$ cat config.mk
export PLATFORM = sky130hd
export DESIGN_NAME = biquad_tdf2_filter
export DESIGN_NICKNAME = d
export VERILOG_FILES = /design/src/sv/biq_pkg.sv /design/src/sv/biq_dmem.sv /design/src/sv/biq_mac.sv /design/src/sv/biq_seq.sv /design/src/sv/biquad_tdf2_filter.sv
export SDC_FILE = /design/constraint.sdc
export NUM_CORES = 2
export LEC_CHECK = 0
export CAP_MARGIN = 0
export CORE_UTILIZATION = 66
export CTS_CLUSTER_SIZE = 30
export DETAILED_ROUTE_END_ITERATION = 16
export DONT_BUFFER_PORTS = 1
export PLACE_DENSITY = 0.81
export SLEW_MARGIN = 20
export SYNTH_ARGS = -nofsm -noshare
export SYNTH_HDL_FRONTEND = slang
export SYNTH_SLANG_ARGS = --single-unit
$ cat constraint.sdc
create_clock -name clk_i -period 11.35 [get_ports clk_i]
set_clock_uncertainty 0.1 [all_clocks]
set_input_delay 1.135 -clock clk_i [delete_from_list [all_inputs] [get_ports clk_i]]
set_output_delay 1.135 -clock clk_i [all_outputs]
set_load 0.03 [all_outputs]
$ cat src/sv/biq_pkg.sv
// ----------------------------------------------------------------------------
// Biquad TDF-II package
// Shared types and constants for the multichannel biquad filter: coefficient
// register indexes, the delay row layout and the sequencer control word.
// ----------------------------------------------------------------------------
`default_nettype none

package biq_pkg;

  // Fixed field widths.
  localparam int unsigned SAMPLE_W   = 24;
  localparam int unsigned COEF_W     = 32;
  localparam int unsigned STATE_W    = 48;
  localparam int unsigned PROD_W     = COEF_W + SAMPLE_W;
  localparam int unsigned ACC_W      = 62;
  localparam int unsigned NUM_COEF   = 5;
  localparam int unsigned CFG_IDX_W  = 3;
  localparam int unsigned CFG_DATA_W = 32;

  // Coefficient register indexes.
  localparam logic [CFG_IDX_W-1:0] CFG_B0 = 3'd0;
  localparam logic [CFG_IDX_W-1:0] CFG_B1 = 3'd1;
  localparam logic [CFG_IDX_W-1:0] CFG_B2 = 3'd2;
  localparam logic [CFG_IDX_W-1:0] CFG_A1 = 3'd3;
  localparam logic [CFG_IDX_W-1:0] CFG_A2 = 3'd4;

  // Reset value of b0 is 1.0 in Q4.28.
  localparam logic [COEF_W-1:0] B0_RESET = 32'h1000_0000;

  typedef logic [COEF_W-1:0] coef_arr_t [NUM_COEF];

  // One channel's delay pair, Q8.40 each.
  typedef struct packed {
    logic [STATE_W-1:0] d2;
    logic [STATE_W-1:0] d1;
  } row_t;

  typedef enum logic [2:0] {
    ST_IDLE,
    ST_LOAD,
    ST_MB1,
    ST_MB2,
    ST_MA1,
    ST_MA2,
    ST_FIN,
    ST_WB
  } state_e;

  // Operand pair fed to the shared multiplier.
  typedef enum logic [2:0] {
    MUL_B0X,
    MUL_B1X,
    MUL_B2X,
    MUL_A1Y,
    MUL_A2Y
  } mul_sel_e;

  typedef enum logic [2:0] {
    ACC_HOLD,
    ACC_LD_D1,
    ACC_LD_D2,
    ACC_ADD,
    ACC_SUB
  } acc_op_e;

  typedef enum logic [1:0] {
    ACC2_HOLD,
    ACC2_LD,
    ACC2_SUB
  } acc2_op_e;

  typedef struct packed {
    mul_sel_e mul_sel;
    acc_op_e  acc_op;
    acc2_op_e acc2_op;
    logic     y_ld;
    logic     wr_en;
    logic     out_ld;
  } ctrl_t;

endpackage

`default_nettype wire

$ cat src/sv/biq_dmem.sv
// ----------------------------------------------------------------------------
// Biquad delay memory
// One row of two delay words per channel. Registered read, single write
// port, and a valid bit per row so that unwritten rows read as zero.
// ----------------------------------------------------------------------------
`default_nettype none

module biq_dmem #(
  parameter int unsigned NUM_CHANNELS = 2,
  parameter int unsigned AW           = 1
) (
  input  wire logic            clk_i,
  input  wire logic            rst_ni,
  input  wire logic            rd_en_i,
  input  wire logic [AW-1:0]   rd_addr_i,
  output biq_pkg::row_t        rd_row_o,
  input  wire logic            wr_en_i,
  input  wire logic [AW-1:0]   wr_addr_i,
  input  wire biq_pkg::row_t   wr_row_i
);

  biq_pkg::row_t             mem [NUM_CHANNELS];
  biq_pkg::row_t             rdata_q;
  logic [NUM_CHANNELS-1:0]   valid_q;
  logic                      hit_q;

  // Storage and registered read data.
  always_ff @(posedge clk_i) begin
    if (wr_en_i) begin
      mem[wr_addr_i] <= wr_row_i;
    end
    if (rd_en_i) begin
      rdata_q <= mem[rd_addr_i];
    end
  end

  // Valid bits are cleared by reset; a row becomes valid on its first write.
  always_ff @(posedge clk_i or negedge rst_ni) begin
    if (!rst_ni) begin
      valid_q <= '0;
      hit_q   <= 1'b0;
    end else begin
      if (wr_en_i) begin
        valid_q[wr_addr_i] <= 1'b1;
      end
      if (rd_en_i) begin
        hit_q <= valid_q[rd_addr_i];
      end
    end
  end

  assign rd_row_o = hit_q ? rdata_q : '0;

endmodule

`default_nettype wire

$ cat src/sv/biq_mac.sv
// ----------------------------------------------------------------------------
// Biquad multiply-accumulate unit
// One 32x24 signed multiplier with a product register, feeding two 62-bit
// accumulators, plus the rounding and saturation of the results.
// ----------------------------------------------------------------------------
`default_nettype none

module biq_mac (
  input  wire logic                            clk_i,
  input  wire biq_pkg::ctrl_t                  ctrl_i,
  input  wire biq_pkg::coef_arr_t              coef_i,
  input  wire logic [biq_pkg::SAMPLE_W-1:0]    x_i,
  input  wire biq_pkg::row_t                   row_i,
  output logic      [biq_pkg::SAMPLE_W-1:0]    y_o,
  output logic      [biq_pkg::STATE_W-1:0]     n1_o,
  output logic      [biq_pkg::STATE_W-1:0]     n2_o
);

  localparam logic [biq_pkg::ACC_W-1:0] RND_Y = 62'h1 << 27;
  localparam logic [biq_pkg::ACC_W-1:0] RND_S = 62'h1 << 10;

  logic signed [biq_pkg::COEF_W-1:0]   coef_s;
  logic signed [biq_pkg::SAMPLE_W-1:0] opnd_s;
  logic signed [biq_pkg::PROD_W-1:0]   prod_d, prod_q;
  logic [biq_pkg::ACC_W-1:0]           p_ext, d1_ext, d2_ext;
  logic [biq_pkg::ACC_W-1:0]           acc_d, acc_q, acc2_d, acc2_q;
  logic [biq_pkg::SAMPLE_W-1:0]        y_d, y_q;

  // Rounded Q1.23 sample: acc / 2^28, clamped to 24 bits.
  function automatic logic [biq_pkg::SAMPLE_W-1:0] sat_sample(
    input logic [biq_pkg::ACC_W-1:0] a
  );
    logic fits;
    fits = (a[61:51] == {11{a[51]}});
    if (fits) begin
      return a[51:28];
    end else if (a[61]) begin
      return 24'h80_0000;
    end else begin
      return 24'h7F_FFFF;
    end
  endfunction

  // Rounded Q8.40 state: acc / 2^11, clamped to 48 bits.
  function automatic logic [biq_pkg::STATE_W-1:0] sat_state(
    input logic [biq_pkg::ACC_W-1:0] a
  );
    logic fits;
    fits = (a[61:58] == {4{a[58]}});
    if (fits) begin
      return a[58:11];
    end else if (a[61]) begin
      return {1'b1, 47'h0};
    end else begin
      return {1'b0, {47{1'b1}}};
    end
  endfunction

  // Operand selection for the shared multiplier.
  always_comb begin
    case (ctrl_i.mul_sel)
      biq_pkg::MUL_B0X: begin
        coef_s = coef_i[biq_pkg::CFG_B0];
        opnd_s = x_i;
      end
      biq_pkg::MUL_B1X: begin
        coef_s = coef_i[biq_pkg::CFG_B1];
        opnd_s = x_i;
      end
      biq_pkg::MUL_B2X: begin
        coef_s = coef_i[biq_pkg::CFG_B2];
        opnd_s = x_i;
      end
      biq_pkg::MUL_A1Y: begin
        coef_s = coef_i[biq_pkg::CFG_A1];
        opnd_s = y_q;
      end
      biq_pkg::MUL_A2Y: begin
        coef_s = coef_i[biq_pkg::CFG_A2];
        opnd_s = y_q;
      end
      default: begin
        coef_s = coef_i[biq_pkg::CFG_B0];
        opnd_s = x_i;
      end
    endcase
  end

  assign prod_d = coef_s * opnd_s;

  // Products and delay words aligned to the 2^-51 scale.
  assign p_ext  = {{(biq_pkg::ACC_W - biq_pkg::PROD_W){prod_q[biq_pkg::PROD_W-1]}}, prod_q};
  assign d1_ext = {{3{row_i.d1[biq_pkg::STATE_W-1]}}, row_i.d1, 11'b0};
  assign d2_ext = {{3{row_i.d2[biq_pkg::STATE_W-1]}}, row_i.d2, 11'b0};

  // Main accumulator: output sum, then the first delay update.
  always_comb begin
    case (ctrl_i.acc_op)
      biq_pkg::ACC_LD_D1: acc_d = d1_ext + RND_Y;
      biq_pkg::ACC_LD_D2: acc_d = d2_ext + RND_S + p_ext;
      biq_pkg::ACC_ADD:   acc_d = acc_q + p_ext;
      biq_pkg::ACC_SUB:   acc_d = acc_q - p_ext;
      default:            acc_d = acc_q;
    endcase
  end

  // Second accumulator: the second delay update.
  always_comb begin
    case (ctrl_i.acc2_op)
      biq_pkg::ACC2_LD:  acc2_d = RND_S + p_ext;
      biq_pkg::ACC2_SUB: acc2_d = acc2_q - p_ext;
      default:           acc2_d = acc2_q;
    endcase
  end

  assign y_d = ctrl_i.y_ld ? sat_sample(acc_q) : y_q;

  // Datapath registers.
  always_ff @(posedge clk_i) begin
    prod_q <= prod_d;
    acc_q  <= acc_d;
    acc2_q <= acc2_d;
    y_q    <= y_d;
  end

  assign y_o  = y_q;
  assign n1_o = sat_state(acc_q);
  assign n2_o = sat_state(acc2_q);

endmodule

`default_nettype wire

$ cat src/sv/biq_seq.sv
// ----------------------------------------------------------------------------
// Biquad sequencer
// Steps the shared multiply-accumulate unit through the three TDF-II
// equations for one word, then writes back state and hands off the result.
// ----------------------------------------------------------------------------
`default_nettype none

module biq_seq (
  input  wire logic     clk_i,
  input  wire logic     rst_ni,
  input  wire logic     in_fire_i,
  input  wire logic     out_free_i,
  output logic          in_ready_o,
  output biq_pkg::ctrl_t ctrl_o
);

  biq_pkg::state_e state_d, state_q;

  // Next state.
  always_comb begin
    case (state_q)
      biq_pkg::ST_IDLE: state_d = in_fire_i ? biq_pkg::ST_LOAD : biq_pkg::ST_IDLE;
      biq_pkg::ST_LOAD: state_d = biq_pkg::ST_MB1;
      biq_pkg::ST_MB1:  state_d = biq_pkg::ST_MB2;
      biq_pkg::ST_MB2:  state_d = biq_pkg::ST_MA1;
      biq_pkg::ST_MA1:  state_d = biq_pkg::ST_MA2;
      biq_pkg::ST_MA2:  state_d = biq_pkg::ST_FIN;
      biq_pkg::ST_FIN:  state_d = biq_pkg::ST_WB;
      biq_pkg::ST_WB:   state_d = out_free_i ? biq_pkg::ST_IDLE : biq_pkg::ST_WB;
      default:          state_d = biq_pkg::ST_IDLE;
    endcase
  end

  always_ff @(posedge clk_i or negedge rst_ni) begin
    if (!rst_ni) begin
      state_q <= biq_pkg::ST_IDLE;
    end else begin
      state_q <= state_d;
    end
  end

  // Control word for each step.
  always_comb begin
    ctrl_o.mul_sel = biq_pkg::MUL_B0X;
    ctrl_o.acc_op  = biq_pkg::ACC_HOLD;
    ctrl_o.acc2_op = biq_pkg::ACC2_HOLD;
    ctrl_o.y_ld    = 1'b0;
    ctrl_o.wr_en   = 1'b0;
    ctrl_o.out_ld  = 1'b0;
    in_ready_o     = 1'b0;
    case (state_q)
      biq_pkg::ST_IDLE: begin
        in_ready_o = 1'b1;
      end
      biq_pkg::ST_LOAD: begin
        ctrl_o.mul_sel = biq_pkg::MUL_B0X;
        ctrl_o.acc_op  = biq_pkg::ACC_LD_D1;
      end
      biq_pkg::ST_MB1: begin
        ctrl_o.mul_sel = biq_pkg::MUL_B1X;
        ctrl_o.acc_op  = biq_pkg::ACC_ADD;
      end
      biq_pkg::ST_MB2: begin
        ctrl_o.mul_sel = biq_pkg::MUL_B2X;
        ctrl_o.acc_op  = biq_pkg::ACC_LD_D2;
        ctrl_o.y_ld    = 1'b1;
      end
      biq_pkg::ST_MA1: begin
        ctrl_o.mul_sel = biq_pkg::MUL_A1Y;
        ctrl_o.acc2_op = biq_pkg::ACC2_LD;
      end
      biq_pkg::ST_MA2: begin
        ctrl_o.mul_sel = biq_pkg::MUL_A2Y;
        ctrl_o.acc_op  = biq_pkg::ACC_SUB;
      end
      biq_pkg::ST_FIN: begin
        ctrl_o.acc2_op = biq_pkg::ACC2_SUB;
      end
      biq_pkg::ST_WB: begin
        ctrl_o.wr_en  = out_free_i;
        ctrl_o.out_ld = out_free_i;
      end
      default: begin
        in_ready_o = 1'b0;
      end
    endcase
  end

endmodule

`default_nettype wire

$ cat src/sv/biquad_tdf2_filter.sv
// ----------------------------------------------------------------------------
// Multichannel biquad filter, transposed direct form II
// y = b0*x + d1; d1 = b1*x - a1*y + d2; d2 = b2*x - a2*y, per channel,
// with round half up and saturation of output and state.
// ----------------------------------------------------------------------------
//  Channel   Dir  Word                     Side data
//  s_axis    in   tdata[23:0] sample_in    tuser[0] channel_index
//  m_axis    out  tdata[23:0] sample_out   tuser[0] channel_out
//  cfg       in   cfg_data_i coefficient   cfg_idx_i b0,b1,b2,a1,a2
//
//  A word passes through the accept state, five multiply steps on the single
//  shared 32x24 multiplier, one last subtract and the write-back, which loads
//  the result into the output register.
//  The input is ready only while the sequencer is idle; a finished word
//  waits in the output register while the next word is taken in.
//  If the output register is full and not taken at write-back, the sequencer holds.
//  Reset clears the coefficients to b0 = 1.0 and all delay state to zero.
// ----------------------------------------------------------------------------
`default_nettype none

module biquad_tdf2_filter #(
  parameter int unsigned NUM_CHANNELS = 2
) (
  input  wire logic                              clk_i,
  input  wire logic                              rst_ni,
  // Input stream.
  input  wire logic                              s_axis_tvalid,
  output logic                                   s_axis_tready,
  input  wire logic [23:0]                       s_axis_tdata,  // [23:0] sample_in
  input  wire logic [0:0]                        s_axis_tuser,  // [0] channel_index
  // Output stream.
  output logic                                   m_axis_tvalid,
  input  wire logic                              m_axis_tready,
  output logic      [23:0]                       m_axis_tdata,  // [23:0] sample_out
  output logic      [0:0]                        m_axis_tuser,  // [0] channel_out
  // Coefficient write port.
  input  wire logic                              cfg_we_i,
  input  wire logic [biq_pkg::CFG_IDX_W-1:0]     cfg_idx_i,
  input  wire logic [biq_pkg::CFG_DATA_W-1:0]    cfg_data_i
);

  localparam int unsigned AW = (NUM_CHANNELS > 1) ? $clog2(NUM_CHANNELS) : 1;

  biq_pkg::coef_arr_t                coef_q;
  biq_pkg::ctrl_t                    ctrl;
  biq_pkg::row_t                     rd_row, wr_row;
  logic                              in_fire, out_free;
  logic [AW-1:0]                     rd_addr, addr_q;
  logic [biq_pkg::SAMPLE_W-1:0]      x_q, y;
  logic [biq_pkg::STATE_W-1:0]       n1, n2;
  logic                              ch_q;
  logic                              m_valid_q;
  logic [biq_pkg::SAMPLE_W-1:0]      m_data_q;
  logic                              m_user_q;

  assign in_fire  = s_axis_tvalid && s_axis_tready;
  assign out_free = !m_valid_q || m_axis_tready;

  // With one channel every sample uses row zero.
  assign rd_addr = (NUM_CHANNELS > 1) ? AW'(s_axis_tuser[0]) : '0;

  // Coefficient registers; writes beyond the list are dropped.
  always_ff @(posedge clk_i or negedge rst_ni) begin
    if (!rst_ni) begin
      coef_q[biq_pkg::CFG_B0] <= biq_pkg::B0_RESET;
      coef_q[biq_pkg::CFG_B1] <= '0;
      coef_q[biq_pkg::CFG_B2] <= '0;
      coef_q[biq_pkg::CFG_A1] <= '0;
      coef_q[biq_pkg::CFG_A2] <= '0;
    end else if (cfg_we_i && (cfg_idx_i < biq_pkg::CFG_IDX_W'(biq_pkg::NUM_COEF))) begin
      coef_q[cfg_idx_i] <= cfg_data_i;
    end
  end

  // Input word held for the whole computation.
  always_ff @(posedge clk_i) begin
    if (in_fire) begin
      x_q    <= s_axis_tdata;
      ch_q   <= s_axis_tuser[0];
      addr_q <= rd_addr;
    end
  end

  // Output register.
  always_ff @(posedge clk_i or negedge rst_ni) begin
    if (!rst_ni) begin
      m_valid_q <= 1'b0;
    end else if (ctrl.out_ld) begin
      m_valid_q <= 1'b1;
    end else if (m_axis_tready) begin
      m_valid_q <= 1'b0;
    end
  end

  always_ff @(posedge clk_i) begin
    if (ctrl.out_ld) begin
      m_data_q <= y;
      m_user_q <= ch_q;
    end
  end

  assign m_axis_tvalid   = m_valid_q;
  assign m_axis_tdata    = m_data_q;
  assign m_axis_tuser[0] = m_user_q;

  assign wr_row.d1 = n1;
  assign wr_row.d2 = n2;

  biq_seq u_seq (
    .clk_i      (clk_i),
    .rst_ni     (rst_ni),
    .in_fire_i  (in_fire),
    .out_free_i (out_free),
    .in_ready_o (s_axis_tready),
    .ctrl_o     (ctrl)
  );

  biq_dmem #(
    .NUM_CHANNELS (NUM_CHANNELS),
    .AW           (AW)
  ) u_dmem (
    .clk_i     (clk_i),
    .rst_ni    (rst_ni),
    .rd_en_i   (in_fire),
    .rd_addr_i (rd_addr),
    .rd_row_o  (rd_row),
    .wr_en_i   (ctrl.wr_en),
    .wr_addr_i (addr_q),
    .wr_row_i  (wr_row)
  );

  biq_mac u_mac (
    .clk_i  (clk_i),
    .ctrl_i (ctrl),
    .coef_i (coef_q),
    .x_i    (x_q),
    .row_i  (rd_row),
    .y_o    (y),
    .n1_o   (n1),
    .n2_o   (n2)
  );

endmodule

`default_nettype wire

; Yosys cells after proc, flatten, opt, wreduce, memory -nomap -nowiden
; Memory sizes are Yosys's and may differ from the RTL's. A register that Yosys moved wholly into a read port is not among the register bits.
; Index checks and enable logic that the tools add are counted.
[classes]
addsub = 7
multipliers = 1
order_cmp = 6
eq_ne = 20
n_mux = 31
bitwise = 2
reduce_logical = 11
[op_table]
columns = cell, n
row1 = 62-bit case mux with 4 select lines, 1
row2 = 48-bit two-way mux, 4
row3 = 160-bit bitwise mux, 1
row4 = 32-bit case mux with 4 select lines, 1
row5 = 62-bit case mux with 2 select lines, 1
row6 = 62-bit subtractor, 2
row7 = 32-bit demux with 3-bit select, 1
row8 = 96-bit two-way mux, 1
row9 = 24-bit two-way mux, 3
row10 = 62-bit adder, 1
row11 = 60-bit by 56-bit adder with 61-bit output, 1
row12 = 59-bit by 12-bit adder with 60-bit output (second input constant), 1
row13 = 59-bit by 29-bit adder with 60-bit output (second input constant), 1
row14 = 12-bit by 56-bit adder with 57-bit output (first input constant), 1
row15 = 32-bit by 24-bit multiplier with 56-bit output, 1
row16 = 32-bit two-way mux, 1
row17 = 3-bit case mux with 4 select lines, 2
row18 = 3-bit case mux with 8 select lines, 1
row19 = 3-bit by 2-bit equality test with 1-bit output (second input constant), 6
row20 = 3-bit equality test (second input constant), 6
row21 = 10-bit equality test, 1
row22 = 1-bit two-way mux, 10
row23 = 3-bit by 1-bit equality test with 1-bit output (second input constant), 3
row24 = 3-bit equality test, 2
row25 = 20 further kinds, 25
[word_totals]
ff_bits = 421
ramBits = 192
out_inout_bits = 27
wordCells = 96
mem_count = 1
[mem_list]
columns = memory, words, word_bits, read_ports, rd_ports_with_merged_regs, wr, line_no
row1 = u_dmem.mem, 2, 96, 1, 1, 1, biq_dmem.sv:22  ; biq_pkg::row_t mem [NUM_CHANNELS];

; Logic depth before layout (Yosys ltp)
[depth]
ltp_word = 6
depth_mapped = 37
ltp_nobuf = 34

; Hierarchy
; Synthesis repeated with hierarchy kept, for this count alone.
[unflattened]
cells_unflattened = 6770
hier_area_um2 = 67372.1
[modules_own_cells]
columns = mod, instances, cells_each, area_per_inst_um2
row1 = biq_mac, 1, 5830, 48729.2
row2 = biq_dmem, 1, 511, 10691.5
row3 = biquad_tdf2_filter, 1, 397, 7712.4
row4 = biq_seq, 1, 32, 239.0

; Least setup slack after synthesis
; OpenSTA, ideal clock, no wires.
[synth_timing]
path_kind = register -> register
start = register u_seq.state_q[0]
end = register u_mac.prod_q[29] (netlist name)
setup_ns = 0.125
t_arrival_ns = 9.121
required_ns = 11.125
setup_slack_ns = 2.003
path_stages_with_launch = 31
n_path_buf = 2
period_less_slack_ns = 9.347
path_cell_list = dfrtp_1 > clkbuf_1 > nand2_1 > nor2_1 > a221oi_1 > nand2_1 > o21a_1 > clkbuf_1 > nand2_1 > fa_1 > inv_1 > fa_1 > fa_1 > ha_1 > inv_1 > fa_1 > fa_1 > fa_1 > inv_1 > ha_1 > a2111oi_0 > o21ai_0 > a221oi_1 > nand4bb_1 > a21boi_0 > o21ai_0 > a21boi_0 > or4b_2 > a31o_2 > a21oi_1 > xnor2_1
[synth_via]
elab_chain_cells = 6
word_cells_on_any_way = 13
[synth_lines]
columns = item, line_no
row1 = from (decl), biq_seq.sv:17  ; biq_pkg::state_e state_d, state_q;
row2 = from (signal assigned), biq_seq.sv:36  ; state_q <= biq_pkg::ST_IDLE;
row3 = from (signal assigned), biq_seq.sv:38  ; state_q <= state_d;
row4 = 3-bit equality test or 3-bit by 2-bit equality test with 1-bit output (tied branches), biq_seq.sv:51  ; case (state_q)
row5 = 3-bit case mux with 4 select lines (*), biq_seq.sv:51
row6 = 3-bit by 2-bit equality test with 1-bit output or 3-bit equality test (tied branches), biq_mac.sv:61  ; case (ctrl_i.mul_sel)
row7 = 2-bit OR reduction (no source line), -
row8 = 24-bit two-way mux, biq_mac.sv:61
row9 = 32-bit by 24-bit multiplier with 56-bit output (*), biq_mac.sv:89  ; assign prod_d = coef_s * opnd_s;
row10 = "via u_mac.prod_d, one bit", biq_mac.sv:24  ; logic signed [biq_pkg::PROD_W-1:0] prod_d, prod_q;
row11 = to (signal assigned), biq_mac.sv:120  ; prod_q <= prod_d;
row12 = to (decl), biq_mac.sv:24
; The timed path passes the listed nets; every way through them passes the cells marked *.
; A chain may end at the register's enable or synchronous reset.

; Worst setup path after layout
[layout_timing]
start = register u_seq.state_q[1]
end = register u_mac.prod_q[54] (netlist name)
; The elaborated chain is that of the path after synthesis.

==> results.py <==
metrics = {
    "clock_tree": {
        "postCtsHoldBufs": 0,
        "cts_num_sinks": 709,
        "cts_tree": "yes",
        "numCtsBuffers": 77,
        "post-cts-setup-buffer-count": 0,
        "clk_pin_slew_ps": 60,
        "maximum_buffer_depth_of_the_clock_tree": 3,
        "clk_root_buffer_cell": "sky130_fd_sc_hd__clkbuf_16",
        "htree_num_levels": 3,
        "clkLatencyLatePin_ps": 690,
        "postCtsResizedCells": 0,
    },
    "timing": {
        "finalWorstPathRequiredPeriod_ps": 10800,
        "final-max-slew-violation-count": 0,
        "rsz0062_at_grt": "no",
        "slew_headroom": 0.239,
        "totalNegativeSetupSlack_ps": 0,
        "max_clock_freq_ghz": 0.0926,
        "timing.final.setup_violations": 0,
        "report.final.hold_viol_count": 0,
        "max_slew.worst_pin.slew_ps": 1120,
        "min_period_over_period": 0.952,
    },
    "worst_setup_path": {
        "cp_data_arrival_time_ps": 11300,
        "worst-path-max-fanout": 28,
        "path_class": "reg2reg",
        "endpoint_kind": "flip-flop",
        "crit_slowest_cell": "sky130_fd_sc_hd__a21oi_2",
        "critPathMaxStageDelay_ps": 670,
        "crit_required_ps": 11850,
        "critical_path.most_common_cell": "sky130_fd_sc_hd__fa_1",
        "critical_path.startpoint_type": "flip-flop",
    },
    "cells_and_area": {
        "post_route_cells_drive_above_1_share": 0.0902,
        "final_core_utilization": 0.711,
        "final_area_sq_um": 70300,
        "design.final.nets": 7699,
        "syn_to_final_growth_pct": 6.10,
    },
    "place": {
        "gp_congestion": 0.999,
        "dp.final_hpwl_microns": 147000,
        "post_dp_cell_area_sq_um": 67700,
        "placement.io_buffers": 0,
    },
    "route": {
        "wl_per_cell_microns": 24.3,
        "routed_wirelength_microns": 191000,
        "via_count": 49520,
        "drtIter0Drc": 4561,
        "number_of_detailed_routing_iterations_run_before_antenna_repair": 6,
        "avgViaCountPerCell": 6.29,
        "drtAntennaViolNets": 0,
        "post-route-drc-count": 0,
    },
    "grt": {
        "grt_start_max_net_pins": 168,
        "grt_usage": 0.381,
        "grt_antenna_before_repair": 6,
        "via_count_of_the_first_global_routing_pass": 51340,
        "grt.overflow.total": 0,
        "grt_first_pass_wirelength_microns": 294000,
    },
    "floorplanning": {
        "start_util": 0.670,
        "rows": 115,
        "core_area_sq_um": 98900,
        "num_io_pins": 92,
        "fp.dieArea_sq_um": 102000,
        "die_h_microns": 319,
        "die-width_microns": 319,
    },
    "worst_hold_path": {
        "worstHoldPathType": "in2async",
    },
    "yosys": {
        "syn_nets": 7842,
        "yosysWarnings": 0,
        "yosys.cell_types.count": 88,
        "synth.cell_area_sq_um": 66300,
        "post-synth-top-count-cell": "sky130_fd_sc_hd__inv_1",
        "yosys.area.top_type_share": 0.237,
        "synthCells": 6661,
        "top_cell_types_by_occurrence_after_synthesis": "868 x sky130_fd_sc_hd__inv_1, 786 x sky130_fd_sc_hd__fa_1, 734 x sky130_fd_sc_hd__nand2_1",
        "netlist.top_cell.by_area": "sky130_fd_sc_hd__fa_1",
        "synth_seq_cells": 709,
        "netlist_top_cells_area": "sky130_fd_sc_hd__fa_1 24%, sky130_fd_sc_hd__edfxtp_1 22%, sky130_fd_sc_hd__dfrtp_1 6.3%",
        "dominantRegCellSynth": "sky130_fd_sc_hd__edfxtp_1",
        "synth-edff-count": 486,
        "syn_avg_cell_area_sq_um": 9.95,
        "postSynth.asyncResetShare": 0.236,
        "sequential_element_share_of_the_synthesized_area": 0.300,
    },
    "run_status": {
        "run_status": "complete, no violations",
    },
    "flow_run": {
        "drv.max_cap_violation_count": 0,
    },
}
## area by class of cell
cell class	instances	area [sq um]
antenna	3	7.51
clock buffer	99	2090
clock inverter	44	507
fill	7281	28600
inverter	870	3270
multi-input combinational	4743	42000
sequential	709	19900
tap	1287	1610
timing repair buffer	117	898
## kinds of logic (layout without fill, tap and decap cells)
logic type                 count (synthesis)  count (layout)  synth area share
AOI/OAI and AO/OA                       1184            1184             0.114
xor gates and xnor gates                 331             331            0.0438
adders and majority gates               1116            1116             0.300
buffers and inverters                   1209            1130            0.0692
DFF                                      709             709             0.300
muxes                                    314             314            0.0527
other                                      0               3                 0
and+or+nand+nor                         1798            1798             0.120
## placed cells by master, fill, tap and decap left out, types with 14 or more instances in the layout
master	n
sky130_fd_sc_hd__a211oi_1	27
sky130_fd_sc_hd__a21boi_0	16
sky130_fd_sc_hd__a21o_1	151
sky130_fd_sc_hd__a21oi_1	267
sky130_fd_sc_hd__a221o_1	53
sky130_fd_sc_hd__a221oi_1	16
sky130_fd_sc_hd__a22oi_1	28
sky130_fd_sc_hd__a31oi_1	40
sky130_fd_sc_hd__and2_1	69
sky130_fd_sc_hd__and3_1	40
sky130_fd_sc_hd__and4_1	15
sky130_fd_sc_hd__buf_4	115
sky130_fd_sc_hd__clkbuf_1	16
sky130_fd_sc_hd__clkbuf_16	79
sky130_fd_sc_hd__clkinv_2	14
sky130_fd_sc_hd__dfrtp_1	165
sky130_fd_sc_hd__dfxtp_1	56
sky130_fd_sc_hd__edfxtp_1	486
sky130_fd_sc_hd__fa_1	786
sky130_fd_sc_hd__ha_1	328
sky130_fd_sc_hd__inv_1	867
sky130_fd_sc_hd__mux2_2	275
sky130_fd_sc_hd__mux2i_1	21
sky130_fd_sc_hd__nand2_1	733
sky130_fd_sc_hd__nand2b_1	49
sky130_fd_sc_hd__nand3_1	87
sky130_fd_sc_hd__nand4_1	60
sky130_fd_sc_hd__nor2_1	557
sky130_fd_sc_hd__nor2b_1	32
sky130_fd_sc_hd__nor3_1	60
sky130_fd_sc_hd__nor4_1	17
sky130_fd_sc_hd__o211ai_1	16
sky130_fd_sc_hd__o21a_1	56
sky130_fd_sc_hd__o21ai_0	337
sky130_fd_sc_hd__o21bai_1	33
sky130_fd_sc_hd__o221ai_1	16
sky130_fd_sc_hd__o31ai_1	18
sky130_fd_sc_hd__or2_2	17
sky130_fd_sc_hd__xnor2_1	236
sky130_fd_sc_hd__xor2_1	95
## path summary, 6_finish.rpt
| path | from | endpoint | slack, ps | cells past startpoint |
|---|---|---|---|---|
| worst max-delay path | u_seq.state_q[1]$_DFF_PN0_ | u_mac.prod_q[54]$_DFF_P_ | 550 | 30 |
| worst max register to register | u_seq.state_q[1]$_DFF_PN0_ | u_mac.prod_q[54]$_DFF_P_ | 550 | 30 |
| worst min register to register | u_dmem.valid_q[1]$_DFFE_PN0P_ | u_dmem.valid_q[1]$_DFFE_PN0P_ | 380 | 1 |
| worst min-delay path | rst_ni | coef_q[42]$_DFFE_PN0P_ | 50 | 0 |
| max in group asynchronous | rst_ni | coef_q[156]$_DFFE_PN1P_ | 10790 | 0 |
| min in group clk_i | u_dmem.valid_q[1]$_DFFE_PN0P_ | u_dmem.valid_q[1]$_DFFE_PN0P_ | 380 | 1 |
## metrics by stage
step	hold slack [ps]	instances	setup slack (ps)
after floorplan	320	6661	2000
after global placement	354	7725	640
after detailed placement	359	7725	694
after CTS	21.7	7868	688
after global routing	39.1	7869	54.7
final	54.5	7872	548
## critical path: cells and delay by family (launching register included)
| family | cells | cell delay (ps) |
|---|---|---|
| buffers and inverters | 5 | 820 |
| adder cells (fa/ha/maj) | 9 | 4480 |
| flip-flops | 1 | 610 |
| AO/OA/AOI/OAI | 13 | 4260 |
| AND/OR/NAND/NOR | 2 | 320 |
| XOR/XNOR | 1 | 130 |
## registers in the layout (all words and copies together) (netlist names)
name	flops
ch_q	1
coef_q	160
m_axis_tdata	24
m_axis_tuser	1
m_axis_tvalid	1
u_dmem.hit_q	1
u_dmem.mem	192
u_dmem.rdata_q	96
u_dmem.valid_q	2
u_mac.acc2_q	62
u_mac.acc_q	62
u_mac.prod_q	56
u_mac.y_o	24
u_seq.state_q	3
x_q	24
## per-layer routing
metal  track usage  wire, microns  vias up  share of wire
met5             0             13        -       0.000068
met4         0.202          11400        2          0.060
met3        0.0829          19500      573           0.10
met2         0.604          87000     2487           0.46
met1         0.494          73100    24531           0.38
li1              -              -    21927              -
Power is not shown: default switching activity piles up to over one toggle a cycle in this logic, so the estimate is an artifact.
